**src/rtl/collision_sensitivity_level_select_macros.svh**
```systemverilog
// ----------------------------------------------------------------------------
// Assertion macros for the sensitivity level select block
// Shared concurrent assertion forms, clocked on clk and held off in reset.
// ----------------------------------------------------------------------------
`ifndef COLLISION_SENSITIVITY_LEVEL_SELECT_MACROS_SVH
`define COLLISION_SENSITIVITY_LEVEL_SELECT_MACROS_SVH

// The condition holds at every clock edge out of reset.
`define CSLS_ASSERT_ALWAYS(lbl, cond, msg) \
    lbl: assert property (@(posedge clk) disable iff (!rst_n) (cond)) \
        else $error(msg);

// The consequent holds at the same edge as the antecedent.
`define CSLS_ASSERT_SAME(lbl, ante, cons, msg) \
    lbl: assert property (@(posedge clk) disable iff (!rst_n) (ante) |-> (cons)) \
        else $error(msg);

// The consequent holds at the edge after the antecedent.
`define CSLS_ASSERT_NEXT(lbl, ante, cons, msg) \
    lbl: assert property (@(posedge clk) disable iff (!rst_n) (ante) |=> (cons)) \
        else $error(msg);

`endif

```
**src/rtl/csls_pkg.sv**
```systemverilog
// ----------------------------------------------------------------------------
// Sensitivity level select package
// Band tables, table mode codes and the result types shared by the block.
// ----------------------------------------------------------------------------
package csls_pkg;

    // Table mode register codes.
    localparam logic MODE_TCAS = 1'b0;
    localparam logic MODE_GEAR = 1'b1;

    // Gear test codes of a band.
    localparam logic [1:0] GEAR_NONE = 2'd0;
    localparam logic [1:0] GEAR_DN   = 2'd1;
    localparam logic [1:0] GEAR_UP   = 2'd2;

    // Largest table size and the index width that covers it.
    localparam int NUM_BANDS   = 8;
    localparam int BAND_IDX_W  = 3;
    localparam int LEVEL_W     = 4;
    localparam int BOUND_W     = 18;
    localparam int HYST_W      = 9;

    // Advisory thresholds of one level.
    typedef struct packed {
        logic [3:0]  level_id;
        logic [5:0]  tau_ta_s;
        logic [5:0]  tau_ra_s;
        logic [7:0]  dmod_ta_cnm;
        logic [6:0]  dmod_ra_cnm;
        logic [10:0] zthr_ta_ft;
        logic [9:0]  zthr_ra_ft;
        logic [9:0]  alim_ft;
    } thresh_t;

    // One altitude band of a table.
    typedef struct packed {
        logic                       on_agl;
        logic [1:0]                 gear;
        logic                       lo_open;
        logic                       hi_open;
        logic signed [BOUND_W-1:0]  lo;
        logic signed [BOUND_W-1:0]  hi;
        logic [HYST_W-1:0]          hyst_lo;
        logic [HYST_W-1:0]          hyst_hi;
        thresh_t                    thr;
    } band_t;

    // Outcome of the level pick for one beat.
    typedef struct packed {
        thresh_t thr;
        logic    force_error;
    } result_t;

    // Assemble a band from plain numbers.
    function automatic band_t mk_band(
        input logic       on_agl,
        input logic [1:0] gear,
        input logic       lo_open,
        input logic       hi_open,
        input int         lo,
        input int         hi,
        input int         hyst_lo,
        input int         hyst_hi,
        input int         id,
        input int         tta,
        input int         tra,
        input int         dta,
        input int         dra,
        input int         zta,
        input int         zra,
        input int         alim
    );
        band_t b;
        b.on_agl           = on_agl;
        b.gear             = gear;
        b.lo_open          = lo_open;
        b.hi_open          = hi_open;
        b.lo               = BOUND_W'(lo);
        b.hi               = BOUND_W'(hi);
        b.hyst_lo          = HYST_W'(hyst_lo);
        b.hyst_hi          = HYST_W'(hyst_hi);
        b.thr.level_id     = 4'(id);
        b.thr.tau_ta_s     = 6'(tta);
        b.thr.tau_ra_s     = 6'(tra);
        b.thr.dmod_ta_cnm  = 8'(dta);
        b.thr.dmod_ra_cnm  = 7'(dra);
        b.thr.zthr_ta_ft   = 11'(zta);
        b.thr.zthr_ra_ft   = 10'(zra);
        b.thr.alim_ft      = 10'(alim);
        return b;
    endfunction

    // Band table lookup. Entries past the table size are never selected.
    function automatic band_t band_entry(input logic mode, input logic [BAND_IDX_W-1:0] idx);
        band_t b;
        b = '0;
        if (mode == MODE_GEAR) begin
            unique case (idx)
                3'd0:    b = mk_band(1'b1, GEAR_NONE, 1'b1, 1'b0, 0, 50, 0, 10,
                                     1, 0, 0, 0, 0, 0, 0, 0);
                3'd1:    b = mk_band(1'b1, GEAR_DN, 1'b0, 1'b0, 50, 2000, 10, 100,
                                     2, 20, 0, 20, 0, 600, 0, 0);
                3'd2:    b = mk_band(1'b1, GEAR_UP, 1'b0, 1'b1, 2000, 0, 100, 100,
                                     3, 30, 0, 55, 0, 800, 0, 0);
                default: b = '0;
            endcase
        end else begin
            unique case (idx)
                3'd0: b = mk_band(1'b1, GEAR_NONE, 1'b1, 1'b0, 0, 50, 0, 10,
                                  1, 0, 0, 0, 0, 0, 0, 0);
                3'd1: b = mk_band(1'b1, GEAR_NONE, 1'b0, 1'b0, 50, 1000, 10, 100,
                                  2, 20, 0, 30, 0, 850, 0, 0);
                3'd2: b = mk_band(1'b1, GEAR_NONE, 1'b0, 1'b0, 1000, 2350, 100, 200,
                                  3, 25, 15, 33, 20, 850, 600, 300);
                3'd3: b = mk_band(1'b0, GEAR_NONE, 1'b1, 1'b0, 0, 5000, 0, 500,
                                  4, 30, 20, 48, 35, 850, 600, 300);
                3'd4: b = mk_band(1'b0, GEAR_NONE, 1'b0, 1'b0, 5000, 10000, 500, 500,
                                  5, 40, 25, 75, 55, 850, 600, 350);
                3'd5: b = mk_band(1'b0, GEAR_NONE, 1'b0, 1'b0, 10000, 20000, 500, 500,
                                  6, 45, 30, 100, 80, 850, 600, 400);
                3'd6: b = mk_band(1'b0, GEAR_NONE, 1'b0, 1'b0, 20000, 42000, 500, 500,
                                  7, 48, 35, 130, 110, 850, 700, 600);
                3'd7: b = mk_band(1'b0, GEAR_NONE, 1'b0, 1'b1, 42000, 0, 500, 500,
                                  8, 48, 35, 130, 110, 1200, 800, 700);
                default: b = '0;
            endcase
        end
        return b;
    endfunction

    // Number of levels in the selected table.
    function automatic logic [LEVEL_W-1:0] band_count(input logic mode);
        return (mode == MODE_GEAR) ? 4'd3 : 4'd8;
    endfunction

    // Table index chosen when the baro altitude is not usable.
    function automatic logic [BAND_IDX_W-1:0] fallback_idx(input logic mode);
        return (mode == MODE_GEAR) ? 3'd1 : 3'd3;
    endfunction

endpackage

```
**src/rtl/collision_sensitivity_level_select.sv**
```systemverilog
// ----------------------------------------------------------------------------
// Collision sensitivity level select
// Picks a collision-avoidance sensitivity level from altitude bands and
// returns the level with its advisory thresholds.
// ----------------------------------------------------------------------------
//
//  Channel   Handshake             Direction  Carries
//  in        in_valid / in_stall   input      altitudes, flags, gear, forced level
//  out       out_valid / out_stall output     level and advisory thresholds
//  cfg       cfg_we / cfg_wdata    input      table mode register
//
// One beat in per clock cycle while in_stall is low; its result is shown from the result register.
// The input register and the result register form a two-entry pipeline, so a
// new beat is taken while a finished result waits on out_stall.
// The last selected level updates as each beat enters the result register.
// Reset clears the pipeline, the last level and the table mode.
//
module collision_sensitivity_level_select
    import csls_pkg::*;
(
    input  logic               clk,
    input  logic               rst_n,
    input  logic               cfg_we,
    input  logic               cfg_wdata,
    input  logic               in_valid,
    output logic               in_stall,
    input  logic signed [16:0] alt_msl_ft,
    input  logic               msl_valid,
    input  logic signed [14:0] alt_agl_ft,
    input  logic               agl_valid,
    input  logic               gear_down,
    input  logic [3:0]         force_level,
    output logic               out_valid,
    input  logic               out_stall,
    output logic [3:0]         level_id,
    output logic [5:0]         tau_ta_s,
    output logic [5:0]         tau_ra_s,
    output logic [7:0]         dmod_ta_cnm,
    output logic [6:0]         dmod_ra_cnm,
    output logic [10:0]        zthr_ta_ft,
    output logic [9:0]         zthr_ra_ft,
    output logic [9:0]         alim_ft,
    output logic               force_error
);

`include "collision_sensitivity_level_select_macros.svh"

    logic               table_mode_reg;
    logic [LEVEL_W-1:0] last_level_reg;
    logic               s1_valid_reg;
    logic               s1_valid_next;
    logic               out_valid_reg;
    logic               out_valid_next;
    logic signed [16:0] msl_reg;
    logic               msl_ok_reg;
    logic signed [14:0] agl_reg;
    logic               agl_ok_reg;
    logic               gear_reg;
    logic [3:0]         force_reg;
    result_t            result_reg;
    result_t            pick_result;
    logic               s2_ready;
    logic               s1_move;
    logic               in_accept;

    // Pipeline handshake.
    assign s2_ready       = !out_valid_reg || !out_stall;
    assign s1_move        = s1_valid_reg && s2_ready;
    assign in_stall       = s1_valid_reg && !s2_ready;
    assign in_accept      = in_valid && !in_stall;
    assign s1_valid_next  = in_accept || (s1_valid_reg && !s2_ready);
    assign out_valid_next = s1_move || (out_valid_reg && out_stall);

    // Control state.
    always_ff @(posedge clk or negedge rst_n)
    begin
        if (!rst_n) begin
            table_mode_reg <= MODE_TCAS;
            last_level_reg <= '0;
            s1_valid_reg   <= 1'b0;
            out_valid_reg  <= 1'b0;
        end else begin
            if (cfg_we) begin
                table_mode_reg <= cfg_wdata;
            end
            if (s1_move) begin
                last_level_reg <= pick_result.thr.level_id;
            end
            s1_valid_reg  <= s1_valid_next;
            out_valid_reg <= out_valid_next;
        end
    end

    // Input register for the accepted beat.
    always_ff @(posedge clk)
    begin
        if (in_accept) begin
            msl_reg    <= alt_msl_ft;
            msl_ok_reg <= msl_valid;
            agl_reg    <= alt_agl_ft;
            agl_ok_reg <= agl_valid;
            gear_reg   <= gear_down;
            force_reg  <= force_level;
        end
    end

    // Band tests and level resolution.
    csls_pick u_pick (
        .table_mode  (table_mode_reg),
        .last_level  (last_level_reg),
        .alt_msl_ft  (msl_reg),
        .msl_valid   (msl_ok_reg),
        .alt_agl_ft  (agl_reg),
        .agl_valid   (agl_ok_reg),
        .gear_down   (gear_reg),
        .force_level (force_reg),
        .result      (pick_result)
    );

    // Result register.
    always_ff @(posedge clk)
    begin
        if (s1_move) begin
            result_reg <= pick_result;
        end
    end

    assign out_valid   = out_valid_reg;
    assign level_id    = result_reg.thr.level_id;
    assign tau_ta_s    = result_reg.thr.tau_ta_s;
    assign tau_ra_s    = result_reg.thr.tau_ra_s;
    assign dmod_ta_cnm = result_reg.thr.dmod_ta_cnm;
    assign dmod_ra_cnm = result_reg.thr.dmod_ra_cnm;
    assign zthr_ta_ft  = result_reg.thr.zthr_ta_ft;
    assign zthr_ra_ft  = result_reg.thr.zthr_ra_ft;
    assign alim_ft     = result_reg.thr.alim_ft;
    assign force_error = result_reg.force_error;

    // The input side only stalls while the input register holds a beat.
    `CSLS_ASSERT_SAME(a_stall_needs_beat, in_stall, s1_valid_reg, "stall with empty input register")
    // The last level follows each result that enters the output register.
    `CSLS_ASSERT_NEXT(a_last_tracks_out, s1_move, last_level_reg == level_id, "last level mismatch")
    // A shown result always names a real level.
    `CSLS_ASSERT_SAME(a_level_nonzero, out_valid, level_id != 4'd0, "level zero shown")
    // A clamped force lands on the last level of one of the tables.
    `CSLS_ASSERT_SAME(a_clamp_last, out_valid && force_error, (level_id == 4'd8) || (level_id == 4'd3), "clamp level wrong")

endmodule

```
**src/rtl/csls_pick.sv**
```systemverilog
// ----------------------------------------------------------------------------
// Sensitivity level pick
// Tests all bands of the active table in parallel, widens the band picked
// last by its hysteresis and resolves forced, fallback and scanned levels.
// ----------------------------------------------------------------------------
module csls_pick
    import csls_pkg::*;
(
    input  logic                table_mode,
    input  logic [LEVEL_W-1:0]  last_level,
    input  logic signed [16:0]  alt_msl_ft,
    input  logic                msl_valid,
    input  logic signed [14:0]  alt_agl_ft,
    input  logic                agl_valid,
    input  logic                gear_down,
    input  logic [3:0]          force_level,
    output result_t             result
);

    logic [NUM_BANDS-1:0]       hit;
    logic [BAND_IDX_W-1:0]      scan_idx;
    logic                       scan_found;
    logic [BAND_IDX_W-1:0]      pick_idx;
    logic                       force_err;
    logic [LEVEL_W-1:0]         count;
    logic signed [BOUND_W:0]    msl_ext;
    logic signed [BOUND_W:0]    agl_ext;
    band_t                      pick_band;

    assign count   = band_count(table_mode);
    assign msl_ext = {{(BOUND_W - 16){alt_msl_ft[16]}}, alt_msl_ft};
    assign agl_ext = {{(BOUND_W - 14){alt_agl_ft[14]}}, alt_agl_ft};

    // Per-band range and gear tests.
    always_comb
    begin
        band_t                   b;
        logic                    widen;
        logic signed [BOUND_W:0] lo_eff;
        logic signed [BOUND_W:0] hi_eff;
        logic signed [BOUND_W:0] val;
        logic                    in_range;
        logic                    range_ok;
        logic                    gear_ok;
        for (int i = 0; i < NUM_BANDS; i++) begin
            b        = band_entry(table_mode, BAND_IDX_W'(i));
            widen    = (last_level == LEVEL_W'(i + 1));
            lo_eff   = {b.lo[BOUND_W-1], b.lo}
                     - (widen ? $signed({{(BOUND_W + 1 - HYST_W){1'b0}}, b.hyst_lo})
                              : $signed({(BOUND_W + 1){1'b0}}));
            hi_eff   = {b.hi[BOUND_W-1], b.hi}
                     + (widen ? $signed({{(BOUND_W + 1 - HYST_W){1'b0}}, b.hyst_hi})
                              : $signed({(BOUND_W + 1){1'b0}}));
            val      = b.on_agl ? agl_ext : msl_ext;
            in_range = (b.lo_open || (val >= lo_eff)) && (b.hi_open || (val < hi_eff));
            range_ok = b.on_agl ? (agl_valid && in_range) : in_range;
            gear_ok  = ((b.gear == GEAR_DN) && gear_down)
                    || ((b.gear == GEAR_UP) && !gear_down);
            hit[i]   = (LEVEL_W'(i) < count) && (range_ok || gear_ok);
        end
    end

    // First matching band in table order.
    always_comb
    begin
        scan_idx   = '0;
        scan_found = 1'b0;
        for (int i = NUM_BANDS - 1; i >= 0; i--) begin
            if (hit[i]) begin
                scan_idx   = BAND_IDX_W'(i);
                scan_found = 1'b1;
            end
        end
    end

    // Forced level wins; then the scan; otherwise the fallback level.
    always_comb
    begin
        pick_idx  = fallback_idx(table_mode);
        force_err = 1'b0;
        priority if (force_level != 4'd0) begin
            if (force_level > count) begin
                pick_idx  = BAND_IDX_W'(count - 4'd1);
                force_err = 1'b1;
            end else begin
                pick_idx  = BAND_IDX_W'(force_level - 4'd1);
            end
        end else if (msl_valid && scan_found) begin
            pick_idx = scan_idx;
        end else begin
            pick_idx = fallback_idx(table_mode);
        end
    end

    assign pick_band          = band_entry(table_mode, pick_idx);
    assign result.thr         = pick_band.thr;
    assign result.force_error = force_err;

endmodule

```
**config.mk**
```make
export PLATFORM = sky130hd
export DESIGN_NAME = collision_sensitivity_level_select
export DESIGN_NICKNAME = d
export VERILOG_FILES = /design/src/rtl/csls_pkg.sv /design/src/rtl/collision_sensitivity_level_select.sv /design/src/rtl/csls_pick.sv
export VERILOG_INCLUDE_DIRS = /design/src /design/src/rtl
export SDC_FILE = /design/constraint.sdc
export NUM_CORES = 1
export LEC_CHECK = 0
export BUFFER_PORTS_ARGS = -buffer_cell sky130_fd_sc_hd__buf_2
export CORE_MARGIN = 2
export CORE_UTILIZATION = 35
export DETAILED_ROUTE_END_ITERATION = 10
export PLACE_DENSITY_LB_ADDON = 0.15
export RECOVER_POWER = 100
export SLEW_MARGIN = 20
export SYNTH_ARGS = -nofsm -noshare
export SYNTH_HDL_FRONTEND = slang
export SYNTH_SLANG_ARGS = --single-unit
```
**constraint.sdc**
```tcl
create_clock -name clk -period 4.75 [get_ports clk]
set_input_delay 0.7125 -clock clk [delete_from_list [all_inputs] [get_ports clk]]
set_output_delay 0.7125 -clock clk [all_outputs]
set_load 0.02 [all_outputs]
```
* Word level (Yosys, flattened, before mapping) *
Memory sizes are Yosys's and may differ from the RTL's.
Cells that the tools add are included.

word-level totals
  flip-flop bits (word level) = 109
  memory bits (read-only) = 832
  output and inout bits = 65
  logic and storage cells = 225
  memories = 1

memory list
  memory            words  bits a word  rd ports  clocked after Yosys merged registers in  wr ports  RTL line         source
  (name not given)  8      104          1         0                                        0         csls_pkg.sv:108  unique case (idx)

operators by class
  add/sub/neg operators = 17
  $lt $le $gt $ge = 24
  equal/unequal tests = 24
  muxes and demuxes = 60
  reductions and logical operators = 80

operators with widths
  kind                                           number
  case mux 60 bit (3 select lines)               1
  adder 19 bit                                   7
  greater-or-equal comparator 19 bit             7
  less-than comparator 19 bit                    7
  two-way mux 19 bit                             7
  two-way mux 9 bit                              14
  two-way mux 120 bit                            1
  two-way mux 119 bit                            1
  two-way mux 118 bit                            1
  two-way mux 117 bit                            1
  two-way mux 113 bit                            1
  two-way mux 112 bit                            1
  two-way mux 111 bit                            1
  subtractor 19 bit                              4
  two-way mux 62 bit                             1
  logical AND 1 bit                              42
  two-way mux 3 bit                              11
  logical OR 1 bit                               24
  adder 6 x 19 -> 19 bit, first input constant   1
  less-than comparator 15 x 19 -> 1 bit          1
  subtractor 13 x 19 -> 19 bit                   1
  subtractor 14 x 19 -> 19 bit                   1
  subtractor 15 x 19 -> 19 bit                   1
  == test 4 x 3 -> 1 bit, second input constant  4
  other kinds (23)                               64

* Longest topological paths before layout *
Gate-level depths: netlist of run 1.

  word-level depth = 24
  gate-level depth with buffers = 22
  mapped depth without buffers = 21

* Modules after synthesis *
A second synthesis of run 1 with hierarchy kept.

second synthesis, totals
  cell total of the unflattened synthesis = 641
  area, all modules = 7,277.0 um^2

by module, submodules not included
  module                              times used  cells each  area an instance (um^2)  seq. area each (um^2)
  csls_pick                           1           521         3,933.8                  0.0
  collision_sensitivity_level_select  1           120         3,343.2                  3,238.1

* Worst setup path after synthesis of run 1 *
OpenSTA, ideal clock, no wires.

  path kind = register to register
  from = reg table_mode_reg
  to = reg result_reg, in the netlist dmod_ta_cnm[4] (data pin)
  data arrival time = 4.583 ns
  slack = -0.088 ns
  stages on the path, launching flop included = 18
  period minus slack after synthesis = 4.838 ns
  cells stage by stage = dfrtp_1 -> inv_2 -> clkbuf_1 -> clkbuf_1 -> o31ai_1 -> ha_1 -> or2_2 -> a21oi_1 -> nor4_1 -> a221oi_1 -> nor2_1 -> a31oi_1 -> o211ai_1 -> o21ai_1 -> inv_1 -> ha_1 -> or3_1 -> and3_1

RTL lines
  item                    RTL line                                   source
  start, declared         collision_sensitivity_level_select.sv:48   logic table_mode_reg;
  start signal, assigned  collision_sensitivity_level_select.sv:84   table_mode_reg <= cfg_wdata;
  end signal, assigned    collision_sensitivity_level_select.sv:124  result_reg <= pick_result;
  end, declared           collision_sensitivity_level_select.sv:60   result_t result_reg;

==> impl_metrics.yaml, run 1 <==
place:
  gp_congestion: 0.905
  numPortBuffers: 104
  dpl_cell_area_mm2: 0.00778
  post-dp-hpwl_mm: 13.4
  post-place-ws_ns: 0.222
route:
  routed-via-count: 5401
  wl_met3_um: 807
  dr_wl_met2_mm: 8.03
  dr.pass1.iters: 5
  drc: 0
  wirelength_mm: 17.5
  avgRoutedWirePerCell_um: 16.8
  met1_length_mm: 8.34
  first_iter_violations: 393
  ant_nets: 0
  via_per_inst: 5.18
  dr.max_layer_used: "met5"
global_routing:
  grt_max_degree: 40
  antenna_found_initial: 1
  grt_pass1_vias: 5485
  grt_overflow: 0
  track_usage_pct: 17.3
  grt_pass1_wl_mm: 28.0
clock_tree:
  cts_tree: "yes"
  cts_made_buffers: 9
  ctsRootBufferMaster: "clkbuf_16"
  clk_pin_slew_ns: 0.07
  post_cts_buffers: 0
  cts_resized: 0
  cts_sinks: 90
  clockBufferDepth: 2
  hold_buffers: 0
  h-tree-depth: 3
  clk_latency_ns: 0.36
sta:
  tns_ns: 0
  timing.final.ws_setup_ns: 0.255
  relSlewSlack_pct: -83.5
  slew_violations: 40
  fin_crit_ns: 4.50
  max_freq_ghz: 0.222
  setup-violations-final: 0
  worst_clock_skew_ns: 0.00968
  rsz0062_at_grt: "false"
  hold_viol_final: 0
  worstMarginPinSlew_ns: 2.75
  period_share_pct: 94.6
floorplanning:
  dieHeight_um: 145
  rows: 51
  coreArea_mm2: 0.0195
  dieArea_mm2: 0.0210
  start_util_pct: 35.7
  die_x_um: 145
  ios: 110
logic_synthesis:
  synth_cell_type_count: 83
  ys_async_sr_fraction_pct: 7.78
  synth-seq-cells: 90
  yosysSeqAreaShare_pct: 38.4
  synth_edf_count: 83
  synth_area_mm2: 0.00694
  yosysWarnings: 0
  ys.flop_type: "edfxtp_1"
  postSynthCellCount: 642
  syn_avg_cell_area_um2: 10.8
power_and_ir_drop:
  power_w: 0.00293
  p_sw_w: 0.00114
  p_comb_share_pct: 36.9
  power.density_mw_per_mm2: 367
  peakVddDrop_mv: 0.172
  swShare_pct: 39.0
  seq_power_share_pct: 37.8
  p_clk_share_pct: 25.3
  p_int_w: 0.00179
  p_leak_nw: 3.40
critical_path:
  ff2ff_setup_slack_ns: 0.25
  startpoint: "last_level_reg[3]"
  crit_path_end: "zthr_ta_ft[9]"
  cp-end-kind: "flop"
  worstReg2RegStart: "last_level_reg[3]"
  reg2reg_to: "zthr_ta_ft[9]"
  required_ns: 4.86
  worst-path-max-fanout: 8
  worstSetupPathType: "reg -> reg"
  r2r_cells: 15
  crit_arrival_ns: 4.61
  startpoint_type: "flop"
final_layout:
  area_delta_synth_final_pct: 15.2
  nFillCells: 1926
  fin_area_mm2: 0.00799
  largest_reg_flops: 17
  drive_above_1_share_pct: 13.0
  regArea_mm2: 0.00267
  layout.nets: 950
  multi_input_area_mm2: 0.00402
  diodes: 0
status:
  violations: "max-capacitance violations, max-slew violations"
  outcome: "complete, but fails checks"
min_path:
  hp-class: "in -> async"
flow_run:
  cap_violations: 1
per-layer routing:
layer | global-route usage [%] | vias up
li1 | - | 2661
met1 | 23.2 | 2555
met2 | 28.4 | 155
met3 | 2.44 | 28
met4 | 6.29 | 2
met5 | 0 | -
kinds of logic after synthesis:
kind of cell / count (synthesis) / synth area share (%)
simple gates: 181 / 14.6
compound gates: 161 / 16.8
flops: 90 / 38.4
xor+xnor: 1 / 0.126
fa+ha+maj: 133 / 24.0
mux: 2 / 0.361
other cells: 2 / 0.108
buf+inv: 72 / 5.57
final cells by class:
cell class	instances	area share (%)
multi-input cells	518	50.3
repair buffers	115	6.45
well taps	265	4.15
inverters	38	1.82
clock buffers	9	2.82
flip-flops and latches	90	33.4
clock inverters	7	1.02
worst max-delay path: stages, from the launching register on:
cell      delay (ns)
dfrtp_2         0.49
nand2b_1        0.25
nor3_2          0.27
inv_1           0.07
ha_1            0.28
o311ai_0        0.38
a31oi_1         0.08
o31ai_1         0.38
a211oi_1        0.20
a211oi_1        0.35
a31oi_1         0.12
o211ai_1        0.23
o21ai_1         0.18
ha_1            0.31
o211ai_1        0.39
a21bo_2         0.26
per-stage QoR:
| stage | utilization (%) | hold WS (ns) | std cells |
|---|---|---|---|
| floorplan | - | 0.417 | 680 |
| global placement | 40.0 | 0.474 | 1026 |
| detailed placement | 40.0 | 0.489 | 1026 |
| CTS | 41.5 | 0.182 | 1042 |
| global route | 41.1 | 0.296 | 1042 |
| finish | 41.1 | 0.263 | 1042 |
Yosys cell counts, types with 3 or more instances:
library cell,number,area (µm²)
nor3b_1,4,30.0
o2111ai_1,6,52.6
a21oi_1,39,195
or3_1,3,18.8
inv_2,3,11.3
nand2_1,42,158
o211a_1,3,30.0
a21o_1,10,75.1
nor3_1,9,45.0
o221ai_1,4,35.0
o21ai_0,23,115
or2_2,4,25.0
nand2b_1,19,119
o31ai_1,8,60.1
inv_1,34,128
buf_2,4,20.0
o211ai_1,4,30.0
nor2b_1,13,81.3
ha_1,133,1660
a31oi_1,9,56.3
dfrtp_1,7,175
nand3_1,14,70.1
a2111oi_0,4,35.0
a211o_1,3,26.3
o21a_1,5,37.5
edfxtp_1,83,2490
nor2_1,27,101
and2_1,3,18.8
buf_4,21,158
nand4_1,7,43.8
buf_6,4,45.0
nor4_1,9,56.3
and3_1,9,56.3
clkbuf_1,4,15.0
a211oi_1,9,67.6
cell usage in the layout, fill, tap and decap left out, types with 7 or more instances in the layout:
cell       Yosys  final
clkbuf_1       4     64
nand2_1       42     42
nor3_1         9      8
a21oi_1       39     40
edfxtp_1      83     83
nor4_1         9      9
inv_1         34     34
ha_1         133    133
buf_2          4     43
o21ai_0       23     23
nand2b_1      19     19
nand3_1       14     14
clkbuf_16      0      9
and3_1         9      9
buf_4         21      8
conb_1         2     40
nor2_1        27     27
o31ai_1        8      7
nor2b_1       13     13
a31oi_1        9      9
a211oi_1       9     10
a21o_1        10     10
nand4_1        7      7
power by group through the flow:
stage	registers (W)	logic [W]	clock network, W
after floorplan	0.00117	0.000772	0
after CTS	0.00110	0.00112	0.000764
after global placement	0.00112	0.00108	0
final	0.00111	0.00108	0.000742
after detailed placement	0.00112	0.00111	0
after global routing	0.00113	0.00122	0.000787
worst min-delay path by stage:
| stage | start | endpoint | slack [ns] | cells after the start |
|---|---|---|---|---|
| finish | rst_n | s1_valid_reg | 0.26 | 1 |
| global route | rst_n | out_valid | 0.30 | 1 |
| CTS | rst_n | out_valid | 0.18 | 1 |
| detailed placement | s1_valid_reg | out_valid | 0.49 | 1 |
| global placement | s1_valid_reg | out_valid | 0.47 | 1 |
| floorplan | rst_n | last_level_reg[0] | 0.42 | 0 |
(Power assumes the default switching activity.)
==> run 2: changes to the inputs <==
- ABC_AREA: default -> 1
==> run 2 against run 1 <==
Against the previous run:
- the flow still finishes with violations (max-capacitance violations, max-slew violations)
- register-to-register slack improved by 0.22 ns
- worst hold slack improved by 0.012 ns
- fmax rose by 5.1%
- critical endpoint is now tau_ta_s[4]
- largest power group unchanged
==> impl_metrics.yaml, run 2 <==
clock_tree:
  cts_tree: "yes"
  cts_resized: 0
  clk_latency_ns: 0.36
  clk_pin_slew_ns: 0.07
  cts_sinks: 90
  post_cts_buffers: 0
  cts_made_buffers: 9
  hold_buffers: 0
  clockBufferDepth: 2
  ctsRootBufferMaster: "clkbuf_16"
  h-tree-depth: 3
floorplanning:
  dieHeight_um: 149
  coreArea_mm2: 0.0209
  die_x_um: 149
  rows: 53
  ios: 110
  start_util_pct: 35.4
  dieArea_mm2: 0.0223
final_layout:
  diodes: 0
  largest_reg_flops: 17
  fin_area_mm2: 0.00843
  nFillCells: 2175
  final_common_cell: "nand2_1"
  layout.nets: 1180
  drive_above_1_share_pct: 10.2
  post-route-util_pct: 40.3
  area_delta_synth_final_pct: 13.9
  final_cell_mix: "226 x nand2_1, 133 x ha_1, 98 x inv_1, 83 x edfxtp_1, 76 x nor2_1"
place:
  post-dp-hpwl_mm: 13.6
  dpl_cell_area_mm2: 0.00826
  numPortBuffers: 104
  gp_congestion: 0.866
logic_synthesis:
  postSynthCellCount: 869
  yosysSeqAreaShare_pct: 36.1
  post-synth-top-area-cell: "edfxtp_1"
  syn_avg_cell_area_um2: 8.52
  synthTopCellsByCount: "221 x nand2_1, 133 x ha_1, 96 x inv_1, 83 x edfxtp_1, 76 x nor2_1"
  synth_cell_type_count: 44
  synthTopCellsByArea: "edfxtp_1 34%, ha_1 22%, nand2_1 11%, inv_1 4.9%, nor2_1 3.9%"
  synth_area_mm2: 0.00740
  synth_edf_count: 83
  yosysWarnings: 0
  yosysMostFrequentCell: "nand2_1"
  synth_top_area_share_pct: 33.7
  ys_async_sr_fraction_pct: 7.78
  ys.flop_type: "edfxtp_1"
  synth-seq-cells: 90
critical_path:
  ff2ff_setup_slack_ns: 0.47
  worstReg2RegStart: "last_level_reg[2]"
  startpoint_type: "flop"
  cp-end-kind: "flop"
  worstSetupPathType: "reg -> reg"
  crit_family: "simple AND/OR/NAND/NOR gates"
  crit_buf_inv: 4
  cp_slowest_cell: "dfrtp_1"
  worst-path-max-fanout: 7
  slowest_delay_ns: 0.39
  cp.depth: 28
  crit_arrival_ns: 4.38
  startpoint: "last_level_reg[2]"
  worst_path_most_repeated_cell: "nand2_1"
  required_ns: 4.85
  r2r_cells: 28
route:
  ant_nets: 0
  avgRoutedWirePerCell_um: 13.6
  via_per_inst: 4.67
  met1_length_mm: 8.72
  wirelength_mm: 17.5
  routed-via-count: 5988
  wl_met3_um: 733
  dr_wl_met2_mm: 7.87
  dr.max_layer_used: "met4"
  first_iter_violations: 309
  dr.pass1.iters: 4
  drc: 0
sta:
  period_share_pct: 90.1
  slew_violations: 40
  worstMarginPinSlew_ns: 2.05
  relSlewSlack_pct: -37.0
  tns_ns: 0
  worst_clock_skew_ns: 0.00987
  rsz0062_at_grt: "false"
  hold_viol_final: 0
  fin_crit_ns: 4.28
  max_freq_ghz: 0.234
  setup-violations-final: 0
global_routing:
  grt_pass1_vias: 5756
  grt_pass1_wl_mm: 28.8
  antenna_found_initial: 0
  grt_overflow: 0
  grt_max_degree: 48
  track_usage_pct: 16.3
power_and_ir_drop:
  power.density_mw_per_mm2: 348
  swShare_pct: 39.6
  p_clk_share_pct: 24.5
  p_int_w: 0.00177
  peakVddDrop_mv: 0.213
  p_sw_w: 0.00116
  p_leak_nw: 4.00
  p_comb_share_pct: 37.6
  seq_power_share_pct: 38.0
status:
  outcome: "complete, but fails checks"
  violations: "max-capacitance violations, max-slew violations"
flow_run:
  cap_violations: 1
min_path:
  hp-class: "in -> async"
run 2: cell count changes after synthesis, sizes merged, moves of 9 or more:
cell,before,now
a211oi,10,0
nand2b,19,1
nand3,14,55
nand2,44,232
nor2,27,89
a21o,10,1
o31ai,10,0
nor2b,13,0
inv,38,100
and3,9,0
nand4,7,22
run 2: logic make-up after synthesis:
logic type | synth area share, %
compound gates | 6.66
buf+inv | 7.74
other cells | 0.101
simple gates | 26.8
flops | 36.1
fa+ha+maj | 22.5
xor+xnor | 0.118
run 2: power groups by stage:
stage                     registers [W]  logic (W)  clock network (W)
final                           0.00111    0.00110           0.000717
after global routing            0.00113    0.00127           0.000778
after CTS                       0.00111    0.00115           0.000742
after detailed placement        0.00113    0.00115                  0
after global placement          0.00113    0.00114                  0
after floorplan                 0.00121   0.000757                  0
run 2: worst paths after layout:
check | endpoint
worst max-delay path | tau_ta_s[4]
worst min-delay path | out_valid
worst max register to register | tau_ta_s[4]
worst min register to register | out_valid
max in group asynchronous | table_mode_reg
min in group clk | out_valid
run 2: worst reg2reg max path: cells and delay by family, from the launching register on:
kind	cells	cell delay (ns)
buffers and inverters	4	0.46
AOI/OAI and AO/OA	4	0.75
DFF	1	0.39
and+or+nand+nor	16	1.50
adders and majority gates	4	0.92
run 2: layout make-up:
type | instances | area [µm²] | share of cell area, %
sequential | 90 | 2670 | 31.7
multi-input combinational | 691 | 4260 | 50.5
clock buffer | 10 | 239 | 2.84
clock inverter | 6 | 53.8 | 0.639
tap | 275 | 344 | 4.08
timing repair buffer | 110 | 482 | 5.72
inverter | 100 | 379 | 4.50
run 2: metal layers:
metal  vias up  global-route usage (%)
met5         -                       0
met4         0                    4.05
met3        13                    2.87
met2       114                    26.1
met1      2715                    22.8
li1       3146                       -
run 2: stage by stage:
step / std cells / setup WS (ns) / hold WS (ns) / power [W]
2_1_floorplan: 907 / 0.299 / 0.417 / 0.00196
3_3_place_gp: 1266 / 0.606 / 0.478 / 0.00227
3_5_place_dp: 1266 / 0.535 / 0.488 / 0.00227
4_1_cts: 1282 / 0.516 / 0.185 / 0.00300
5_1_grt: 1282 / 0.0683 / 0.304 / 0.00318
6_report: 1282 / 0.472 / 0.275 / 0.00293
